File: src/rtl/lpc_pkg.sv
`default_nettype none

package lpc_pkg;

    localparam int MAX_DIM    = 4096;
    localparam int COORD_W    = 12;
    localparam int POS_W      = 14;
    localparam int DIM_W      = 13;
    localparam int AREA_W     = 2 * DIM_W;
    localparam int ROWOFF_W   = POS_W + DIM_W;
    localparam int LIN_W      = ROWOFF_W + 1;
    localparam int ADDR_W     = 24;
    localparam int PIX_W      = 32;
    localparam int CFG_IDX_W  = 3;
    localparam int CFG_DATA_W = 13;
    localparam int STAGES     = 4;

    localparam logic [7:0] ALPHA_MAX = 8'hFF;

    typedef enum logic [1:0] {
        MODE_COPY     = 2'd0,
        MODE_FADE_IN  = 2'd1,
        MODE_FADE_OUT = 2'd2
    } lpc_mode_t;

    typedef enum logic [CFG_IDX_W-1:0] {
        CFG_MODE         = 3'd0,
        CFG_GLOBAL_ALPHA = 3'd1,
        CFG_OFFSET_X     = 3'd2,
        CFG_OFFSET_Y     = 3'd3,
        CFG_FRAME_WIDTH  = 3'd4,
        CFG_FRAME_HEIGHT = 3'd5
    } lpc_cfg_idx_t;

    typedef struct packed {
        logic [1:0]       mode;
        logic [7:0]       global_alpha;
        logic [DIM_W-1:0] offset_x;
        logic [DIM_W-1:0] offset_y;
        logic [DIM_W-1:0] frame_width;
        logic [DIM_W-1:0] frame_height;
    } lpc_cfg_t;

    typedef struct packed {
        logic [COORD_W-1:0] col;
        logic [COORD_W-1:0] row;
        logic [PIX_W-1:0]   src_pixel;
        logic [PIX_W-1:0]   dest_pixel;
    } lpc_item_t;

    typedef struct packed {
        logic              write_enable;
        logic [ADDR_W-1:0] address;
        logic [PIX_W-1:0]  out_pixel;
    } lpc_result_t;

    // exact floor(v / 255) for v up to 255 * 255
    function automatic logic [7:0] div255(input logic [15:0] v);
        logic [16:0] t;
        t = {1'b0, v} + 17'(v[15:8]) + 17'd1;
        return t[15:8];
    endfunction

endpackage

`default_nettype wire

File: src/rtl/lpc_stream_if.sv
`default_nettype none

interface lpc_stream_if #(
    parameter type T = logic
);
    logic valid;
    logic ready;
    T     data;

    modport source (output valid, output data, input ready);
    modport sink   (input valid, input data, output ready);
endinterface

`default_nettype wire

File: src/rtl/logo_pixel_compositor.sv
// Throughput: one request per cycle; the four-stage pipeline (coordinate add,
// multiply, sum, divide-by-255 and bounds check) stalls only on result backpressure.
// Reset: rst_n async active low clears all stage valid bits and loads
// register defaults (copy mode, alpha 255, no offset, 1024x768 frame).
`default_nettype none

module logo_pixel_compositor (
    input  wire logic                             clk,
    input  wire logic                             rst_n,
    input  wire logic                             cfg_we,
    input  wire logic [lpc_pkg::CFG_IDX_W-1:0]    cfg_index,
    input  wire logic [lpc_pkg::CFG_DATA_W-1:0]   cfg_data,
    lpc_stream_if.sink                            item,
    lpc_stream_if.source                          result
);
    import lpc_pkg::*;

    lpc_cfg_t            cfg_reg;
    logic [STAGES-1:0]   valid_reg, valid_next;
    logic [STAGES-1:0]   stage_rdy, stage_in, en;
    logic                ok;
    logic [ADDR_W-1:0]   address;
    logic [PIX_W-1:0]    pixel;
    lpc_item_t           item_data;

    assign item_data = item.data;

    always_ff @(posedge clk or negedge rst_n)
    begin
        if (!rst_n)
        begin
            cfg_reg.mode         <= MODE_COPY;
            cfg_reg.global_alpha <= ALPHA_MAX;
            cfg_reg.offset_x     <= '0;
            cfg_reg.offset_y     <= '0;
            cfg_reg.frame_width  <= DIM_W'(1024);
            cfg_reg.frame_height <= DIM_W'(768);
        end
        else if (cfg_we)
        begin
            case (cfg_index)
                CFG_MODE:         cfg_reg.mode         <= cfg_data[1:0];
                CFG_GLOBAL_ALPHA: cfg_reg.global_alpha <= cfg_data[7:0];
                CFG_OFFSET_X:     cfg_reg.offset_x     <= cfg_data;
                CFG_OFFSET_Y:     cfg_reg.offset_y     <= cfg_data;
                CFG_FRAME_WIDTH:  cfg_reg.frame_width  <= cfg_data;
                CFG_FRAME_HEIGHT: cfg_reg.frame_height <= cfg_data;
                default:          ;
            endcase
        end
    end

    always_comb
    begin
        stage_rdy[STAGES-1] = !valid_reg[STAGES-1] || result.ready;
        for (int k = STAGES - 2; k >= 0; k--)
        begin
            stage_rdy[k] = !valid_reg[k] || stage_rdy[k+1];
        end
        stage_in = {valid_reg[STAGES-2:0], item.valid};
        en       = stage_rdy & stage_in;
        for (int k = 0; k < STAGES; k++)
        begin
            valid_next[k] = stage_rdy[k] ? stage_in[k] : valid_reg[k];
        end
    end

    always_ff @(posedge clk or negedge rst_n)
    begin
        if (!rst_n)
        begin
            valid_reg <= '0;
        end
        else
        begin
            valid_reg <= valid_next;
        end
    end

    lpc_addr_path u_addr (
        .clk     (clk),
        .en      (en),
        .cfg     (cfg_reg),
        .col     (item_data.col),
        .row     (item_data.row),
        .ok      (ok),
        .address (address)
    );

    lpc_color_path u_color (
        .clk        (clk),
        .en         (en),
        .cfg        (cfg_reg),
        .src_pixel  (item_data.src_pixel),
        .dest_pixel (item_data.dest_pixel),
        .pixel      (pixel)
    );

    assign item.ready                = stage_rdy[0];
    assign result.valid              = valid_reg[STAGES-1];
    assign result.data.write_enable  = ok;
    assign result.data.address       = address;
    assign result.data.out_pixel     = ok ? pixel : '0;

endmodule

`default_nettype wire

File: src/rtl/lpc_addr_path.sv
`default_nettype none

module lpc_addr_path (
    input  wire logic                          clk,
    input  wire logic [lpc_pkg::STAGES-1:0]    en,
    input  wire lpc_pkg::lpc_cfg_t             cfg,
    input  wire logic [lpc_pkg::COORD_W-1:0]   col,
    input  wire logic [lpc_pkg::COORD_W-1:0]   row,
    output logic                               ok,
    output logic [lpc_pkg::ADDR_W-1:0]         address
);
    import lpc_pkg::*;

    logic [POS_W-1:0]    x0_reg, y0_reg, x1_reg, x0_next, y0_next;
    logic                ok0_reg, ok1_reg, ok2_reg, ok3_reg, ok0_next, ok3_next;
    logic [ROWOFF_W-1:0] yfw1_reg, yfw1_next;
    logic [AREA_W-1:0]   area1_reg, area2_reg, area1_next;
    logic [LIN_W-1:0]    lin2_reg, lin2_next;
    logic [ADDR_W-1:0]   addr3_reg, addr3_next;
    logic                use_off, mode_ok;

    always_comb
    begin
        use_off  = (cfg.mode == MODE_COPY) || (cfg.mode == MODE_FADE_IN);
        mode_ok  = use_off || (cfg.mode == MODE_FADE_OUT);
        x0_next  = POS_W'(col) + (use_off ? POS_W'(cfg.offset_x) : '0);
        y0_next  = POS_W'(row) + (use_off ? POS_W'(cfg.offset_y) : '0);
        ok0_next = mode_ok && ({2'b00, col} < POS_W'(MAX_DIM))
                           && ({2'b00, row} < POS_W'(MAX_DIM));
        yfw1_next  = ROWOFF_W'(y0_reg) * ROWOFF_W'(cfg.frame_width);
        area1_next = AREA_W'(cfg.frame_width) * AREA_W'(cfg.frame_height);
        lin2_next  = LIN_W'(yfw1_reg) + LIN_W'(x1_reg);
        ok3_next   = ok2_reg && (lin2_reg < LIN_W'(area2_reg))
                             && (lin2_reg[LIN_W-1:ADDR_W] == '0);
        addr3_next = ok3_next ? lin2_reg[ADDR_W-1:0] : '0;
    end

    always_ff @(posedge clk)
    begin
        if (en[0])
        begin
            x0_reg  <= x0_next;
            y0_reg  <= y0_next;
            ok0_reg <= ok0_next;
        end
        if (en[1])
        begin
            x1_reg    <= x0_reg;
            yfw1_reg  <= yfw1_next;
            area1_reg <= area1_next;
            ok1_reg   <= ok0_reg;
        end
        if (en[2])
        begin
            lin2_reg  <= lin2_next;
            area2_reg <= area1_reg;
            ok2_reg   <= ok1_reg;
        end
        if (en[3])
        begin
            addr3_reg <= addr3_next;
            ok3_reg   <= ok3_next;
        end
    end

    assign ok      = ok3_reg;
    assign address = addr3_reg;

endmodule

`default_nettype wire

File: src/rtl/lpc_color_path.sv
`default_nettype none

module lpc_color_path (
    input  wire logic                        clk,
    input  wire logic [lpc_pkg::STAGES-1:0]  en,
    input  wire lpc_pkg::lpc_cfg_t           cfg,
    input  wire logic [lpc_pkg::PIX_W-1:0]   src_pixel,
    input  wire logic [lpc_pkg::PIX_W-1:0]   dest_pixel,
    output logic [lpc_pkg::PIX_W-1:0]        pixel
);
    import lpc_pkg::*;

    logic [PIX_W-1:0] src0_reg, src1_reg, src2_reg;
    logic [23:0]      dst0_reg, dst1_reg;
    logic [15:0]      sa0_reg, sa0_next;
    logic [15:0]      fo0_reg [3];
    logic [15:0]      fo0_next [3];
    logic [7:0]       a1_reg, a1_next;
    logic [7:0]       fo1_reg [3];
    logic [7:0]       fo1_next [3];
    logic [7:0]       fo2_reg [3];
    logic [15:0]      mix2_reg [3];
    logic [15:0]      mix2_next [3];
    logic [PIX_W-1:0] pix3_reg, pix3_next;
    logic [23:0]      fade_in_rgb, fade_out_rgb;

    always_comb
    begin
        sa0_next = 16'(src_pixel[31:24]) * 16'(cfg.global_alpha);
        a1_next  = div255(sa0_reg);
        for (int c = 0; c < 3; c++)
        begin
            fo0_next[c]  = 16'(src_pixel[8*c +: 8]) * 16'(cfg.global_alpha);
            fo1_next[c]  = div255(fo0_reg[c]);
            mix2_next[c] = 16'(src1_reg[8*c +: 8]) * 16'(a1_reg)
                         + 16'(dst1_reg[8*c +: 8]) * 16'(ALPHA_MAX - a1_reg);
            fade_in_rgb[8*c +: 8]  = div255(mix2_reg[c]);
            fade_out_rgb[8*c +: 8] = fo2_reg[c];
        end
        case (cfg.mode)
            MODE_COPY:     pix3_next = src2_reg;
            MODE_FADE_IN:  pix3_next = {8'h00, fade_in_rgb};
            MODE_FADE_OUT: pix3_next = {8'h00, fade_out_rgb};
            default:       pix3_next = '0;
        endcase
    end

    always_ff @(posedge clk)
    begin
        if (en[0])
        begin
            src0_reg <= src_pixel;
            dst0_reg <= dest_pixel[23:0];
            sa0_reg  <= sa0_next;
            fo0_reg  <= fo0_next;
        end
        if (en[1])
        begin
            src1_reg <= src0_reg;
            dst1_reg <= dst0_reg;
            a1_reg   <= a1_next;
            fo1_reg  <= fo1_next;
        end
        if (en[2])
        begin
            src2_reg <= src1_reg;
            fo2_reg  <= fo1_reg;
            mix2_reg <= mix2_next;
        end
        if (en[3])
        begin
            pix3_reg <= pix3_next;
        end
    end

    assign pixel = pix3_reg;

endmodule

`default_nettype wire

File: src/flat_wrapper.sv
// flat-port wrapper written by rule: the top's interface ports become plain ports
module logo_pixel_compositor_flat import lpc_pkg::*;
  (clk, rst_n, cfg_we, cfg_index, cfg_data, item_valid, item_data, item_ready, result_valid, result_data, result_ready);
  lpc_stream_if #(.T(lpc_item_t)) item_i ();
  lpc_stream_if #(.T(lpc_result_t)) result_i ();
  input  wire logic clk;
  input  wire logic rst_n;
  input  wire logic cfg_we;
  input  wire logic [lpc_pkg::CFG_IDX_W-1:0] cfg_index;
  input  wire logic [lpc_pkg::CFG_DATA_W-1:0] cfg_data;
  input wire logic [$bits(item_i.valid)-1:0] item_valid;
  input wire logic [$bits(item_i.data)-1:0] item_data;
  output wire logic [$bits(item_i.ready)-1:0] item_ready;
  output wire logic [$bits(result_i.valid)-1:0] result_valid;
  output wire logic [$bits(result_i.data)-1:0] result_data;
  input wire logic [$bits(result_i.ready)-1:0] result_ready;
  assign item_i.valid = item_valid;
  assign item_i.data = item_data;
  assign item_ready = item_i.ready;
  assign result_valid = result_i.valid;
  assign result_data = result_i.data;
  assign result_i.ready = result_ready;
  logo_pixel_compositor u_core (.clk(clk), .rst_n(rst_n), .cfg_we(cfg_we), .cfg_index(cfg_index), .cfg_data(cfg_data), .item(item_i), .result(result_i));
endmodule
File: config.mk
export PLATFORM = sky130hd
export DESIGN_NAME = logo_pixel_compositor_flat
export DESIGN_NICKNAME = d
export VERILOG_FILES = /design/src/rtl/lpc_pkg.sv /design/src/rtl/lpc_stream_if.sv /design/src/rtl/logo_pixel_compositor.sv /design/src/rtl/lpc_addr_path.sv /design/src/rtl/lpc_color_path.sv /design/src/flat_wrapper.sv
export SDC_FILE = /design/constraint.sdc
export NUM_CORES = 2
export LEC_CHECK = 0
export BUFFER_PORTS_ARGS = -buffer_cell sky130_fd_sc_hd__buf_2
export CAP_MARGIN = 20
export CORE_MARGIN = 3
export CORE_UTILIZATION = 35
export CTS_CLUSTER_DIAMETER = 80
export DETAILED_ROUTE_END_ITERATION = 16
export GPL_TIMING_DRIVEN = 0
export SLEW_MARGIN = 20
export SYNTH_ARGS = -nofsm -noshare
export SYNTH_HDL_FRONTEND = slang
export SYNTH_SLANG_ARGS = --single-unit
File: constraint.sdc
create_clock -name clk -period 7.4 [get_ports clk]
set_clock_uncertainty 0.15 [all_clocks]
set_input_delay 0.37 -clock clk [delete_from_list [all_inputs] [get_ports clk]]
set_output_delay 0.37 -clock clk [all_outputs]
set_load 0.05 [all_outputs]
**Yosys cells after proc, flatten, opt, wreduce, memory -nomap -nowiden**

Index checks and enable logic that the tools add are counted.

- Input bits: 109
- Register bits after elaboration: 587
- Output and inout port bits: 59
- Word-level logic and storage cells: 109

- Mux-type cells: 4
- Bitwise logic cells: 1
- $add $sub $neg: 21
- Eq/ne operators: 7
- Magnitude comparators: 1
- Reduce and logical (&&, ||, !) cells: 21
- $mul: 12

Operators with widths:

| kind | number |
|---|---|
| $add 16x1->16 const B | 7 |
| $add 16x8->16 | 7 |
| $mul 8x8->16 | 7 |
| $pmux 32 s3 | 1 |
| $add 16x16->16 | 3 |
| $mul 8x16->16 | 2 |
| $mux 32 | 1 |
| $add 12x13->14 | 2 |
| $add 27x14->28 | 1 |
| $lt 28x26->1 | 1 |
| $mul 14x13->27 | 1 |
| $mul 13x13->26 | 1 |
| $mux 13 | 2 |
| $mul 9x9->16 | 1 |
| $reduce_and 2->1 | 6 |
| $sub 8x8->9 const A | 1 |
| $eq 3x2->1 const B | 2 |
| $eq 3x3->1 const B | 2 |
| $logic_or 1x1->1 | 6 |
| $and 4x4->4 | 1 |
| $logic_not 1->1 | 4 |
| $logic_not 4->1 | 1 |
| $eq 3x1->1 const B | 1 |
| $logic_not 3->1 | 1 |
| other kinds (4) | 5 |

**Depth between registers and ports, before layout**

- Depth after elaboration: 6
- Mapped depth: 22
- Gate-level depth less buffers: 20

**Modules after synthesis**

From an unflattened synthesis, not the netlist that was laid out.

- Cell total of the unflattened synthesis: 5,334
- Area, all modules: 56,963.4 µm²

Modules (own cells, without submodules):

| module | times used | area each (µm²) | seq. area each (µm²) | cells an instance |
|---|---|---|---|---|
| lpc_color_path | 1 | 33,987.6 | 10,329.9 | 3,111 |
| lpc_addr_path | 1 | 20,199.4 | 5,315.1 | 2,036 |
| logo_pixel_compositor | 1 | 2,776.4 | 1,665.3 | 187 |

**Worst setup path after synthesis**

OpenSTA, ideal clock, no wires.

- Path kind: reg2reg
- Start: reg u_core.u_color.a1_reg[1]
- End: reg u_core.u_color.mix2_reg[30] (netlist bit), data pin
- Cell stages (with the launch flop): 21
- Path slack: 1.572 ns
- Data required time: 6.988 ns
- Buffers on the path: 2
- Arrival time: 5.416 ns
- Period minus slack after synthesis: 5.828 ns
- Library setup time: 0.262 ns
- Cells stage by stage: edfxtp_1 > clkbuf_1 > buf_1 > nand2_1 > fa_1 > fa_1 > inv_1 > fa_1 > fa_1 > fa_1 > inv_1 > fa_1 > inv_1 > ha_1 > nor3_1 > o211ai_1 > a31o_2 > a21o_1 > a21oi_1 > a21oi_1 > xor2_1

RTL lines:

| what | line | RTL |
|---|---|---|
| start: declaration | lpc_color_path.sv:18 | `logic [7:0] a1_reg, a1_next;` |
| start signal: assignment | lpc_color_path.sv:61 | `a1_reg <= a1_next;` |
| end signal: assignment | lpc_color_path.sv:68 | `mix2_reg <= mix2_next;` |
| end: declaration | lpc_color_path.sv:22 | `logic [15:0] mix2_reg [3];` |

==> results.txt <==
hold-critical path depth = 3
CP cell instances = clkbuf_1, clkbuf_1, nand2_1, fa_1, fa_1, inv_1, fa_1, fa_1, fa_1, inv_1, fa_1, inv_1, ha_1, o21a_1, a21oi_1, o21ai_0, o21ai_0, o21ai_0, xnor2_1
r2r setup slk = 0.25 ns
Top Family by Delay on Critical Path = adder cells
max FFs per register = 62
clock buffer depth = 3
CP arrival = 7.41 ns
critical path peak fanout = 10
Setup CP Type = reg -> reg
Die Area = 166000 um^2
mean area per synthesized cell = 10.7 um^2
largest net degree at the start of global routing = 56
f_max = 140 MHz
share of layout cells above drive strength 1 = 7.24%
Critical R2R Launch = u_core.u_color.a1_reg[3]
core area = 159000 um^2
Area Overhead vs Synth = 12.9%
Slew Limit Fails = 0
final setup TNS = 0 ns
NumNets Final = 6963
asr flop ratio synth = 11.2%
RSZ-0062 raised after global routing = no
max-cap violation count = 0
post-route ant nets = 0
Final Hold Viols = 0
Post-route DRC = 0
Worst R2R End = u_core.u_color.mix2_reg[15]
synthesized netlist cell count = 5238
DP HPWL = 119 mm
WP data required = 7.66 ns
GPL Wtd Cong = 0.887
ys flop type = edfxtp_1
Synth Warn # = 0
HP Start = item_data[71]
CTS Root Cell = clkbuf_16
clk slew on worst S/H paths = 0.06 ns
initial antenna violation count = 20
# IOs = 168
normalized max-slew margin = 31.2%
CTS H-tree lvls = 3
Pre-antenna DRT Iters = 6
Post-synth EDFFs = 521
row cnt = 146
First DRT Iteration DRCs = 2326
first-pass GRT wire length = 229 mm
Port Buffer Count = 159
worst skew pair latency = 0.69 ns
Slowest-stage cell, CP = clkbuf_1
via count = 37591
vias in the first global route = 38873
Congestion Overflow GR = 0
Bufs and invs on worst path = 5
Num CTS Buffers = 75
count of cell types in the netlist = 76
Yosys reg bits = 587
most frequent standard cell in the layout excluding fill and tap cells = inv_1
Tmin final = 7.15 ns
CP peak stage delay = 0.71 ns
vias per inst = 4.82
Hold Path Class = in -> reg
WL final = 148 mm
Worst Setup End Kind = flip-flop
hold endpoint = u_core.u_addr.y0_reg[7]
Avg WL per Cell = 19.0 um
Synth top area share = 27.8%
Tcrit/Tclk final = 96.6%
Synth area leaders = edfxtp_1, fa_1, ha_1
worst reg2reg path depth = 19
sequential-to-total area share from yosys stat = 30.7%
Most common cell on crit path = fa_1
status = complete, no violations
Slew @ Worst Pin = 1.03 ns
post-synth top area cell = edfxtp_1
CTS tree = yes
All-Layer GR Usage = 18.2%
CTS sink count = 587
Initial Utilization = 35.4%
most frequent cells in the layout = inv_1, fa_1, ha_1
element type at the critical path start = flip-flop
Post-Syn Area = 56300 um^2
Die W = 407 um
DIE HEIGHT = 407 um
final setup fails = 0
[synthesized netlist by cell type (all sizes together), types with 55 or more instances]
| library cell | instances |
|---|---|
| ha | 590 |
| clkbuf | 148 |
| edfxtp | 521 |
| o21ai | 91 |
| inv | 984 |
| and2 | 452 |
| nor2b | 172 |
| fa | 687 |
| dfrtp | 55 |
| a21oi | 134 |
| a21o | 55 |
| nand2b | 83 |
| xor2 | 64 |
| nand2 | 481 |
| mux2 | 64 |
| xnor2 | 161 |
| nor2 | 100 |
[logic make-up after synthesis]
kind of cell / synth area share (%)
xor+xnor: 3.50
flops: 30.7
simple gates: 13.2
other cells: 0.00666
mux: 1.35
buf+inv: 7.66
fa+ha+maj: 37.5
compound gates: 6.00
[area by class of cell]
class / count / area, um^2
diodes: 11 / 27.5
flip-flops and latches: 587 / 17300
inverters: 984 / 3690
clock inverters: 46 / 529
well taps: 2146 / 2690
fillers: 15427 / 95600
repair buffers: 263 / 2020
clock buffers: 91 / 1980
multi-input cells: 3507 / 34700
plain buffers: 159 / 612
[tightest hold or removal path: cells and delay by family]
kind / cells / cell delay (ns)
xor+xnor: 1 / 0.11
fa+ha+maj: 1 / 0.18
buf+inv: 1 / 0.13
[per-stage QoR]
| step | utilization (%) | area [um^2] | setup slack (ns) | hold slack, ns | std cells |
|---|---|---|---|---|---|
| CTS | 39.9 | 63500 | 0.117 | 0.00470 | 7782 |
| floorplan | - | 56300 | 1.57 | -0.0756 | 5240 |
| global route | 39.9 | 63500 | 0.0451 | 0.0597 | 7784 |
| global placement | 37.6 | 59800 | 0.0584 | 0.250 | 7545 |
| finish | 39.9 | 63600 | 0.250 | 0.0607 | 7794 |
| detailed placement | 37.8 | 60100 | 0.160 | 0.163 | 7560 |
[worst max path at each step]
| stage | startpoint | to | slack (ns) | depth (start not counted) |
|---|---|---|---|---|
| after floorplan | u_core.u_color.a1_reg[1] | u_core.u_color.mix2_reg[30] | 1.57 | 20 |
| after global placement | u_core.valid_reg[3] | u_core.u_color.dst1_reg[0] | 0.06 | 3 |
| after detailed placement | u_core.u_color.a1_reg[2] | u_core.u_color.mix2_reg[31] | 0.16 | 22 |
| after CTS | u_core.u_color.a1_reg[2] | u_core.u_color.mix2_reg[31] | 0.12 | 22 |
| after global routing | u_core.u_color.a1_reg[3] | u_core.u_color.mix2_reg[47] | 0.05 | 22 |
| final | u_core.u_color.a1_reg[3] | u_core.u_color.mix2_reg[15] | 0.25 | 19 |
[per-layer routing]
layer / wire, um / vias to the layer above / global-route usage (%)
met2: 64600 / 1022 / 27.6
met5: 64 / - / 0
met4: 4330 / 10 / 5.60
met1: 68300 / 18890 / 26.1
li1: - / 17449 / -
met3: 10700 / 220 / 3.80
[repair_timing]
| item | CTS | global route |
|---|---|---|
| buffers inserted | 0 | 4 |
| gates resized for setup | 0 | 4 |
| hold endpoints to repair | 186 | 0 |
| setup endpoints to repair | 0 | 3 |
| hold buffers | 85 | 0 |
Power is left out: the tool's default activity adds up to more than one toggle a clock period on the data nets, which glitch-free logic cannot reach.
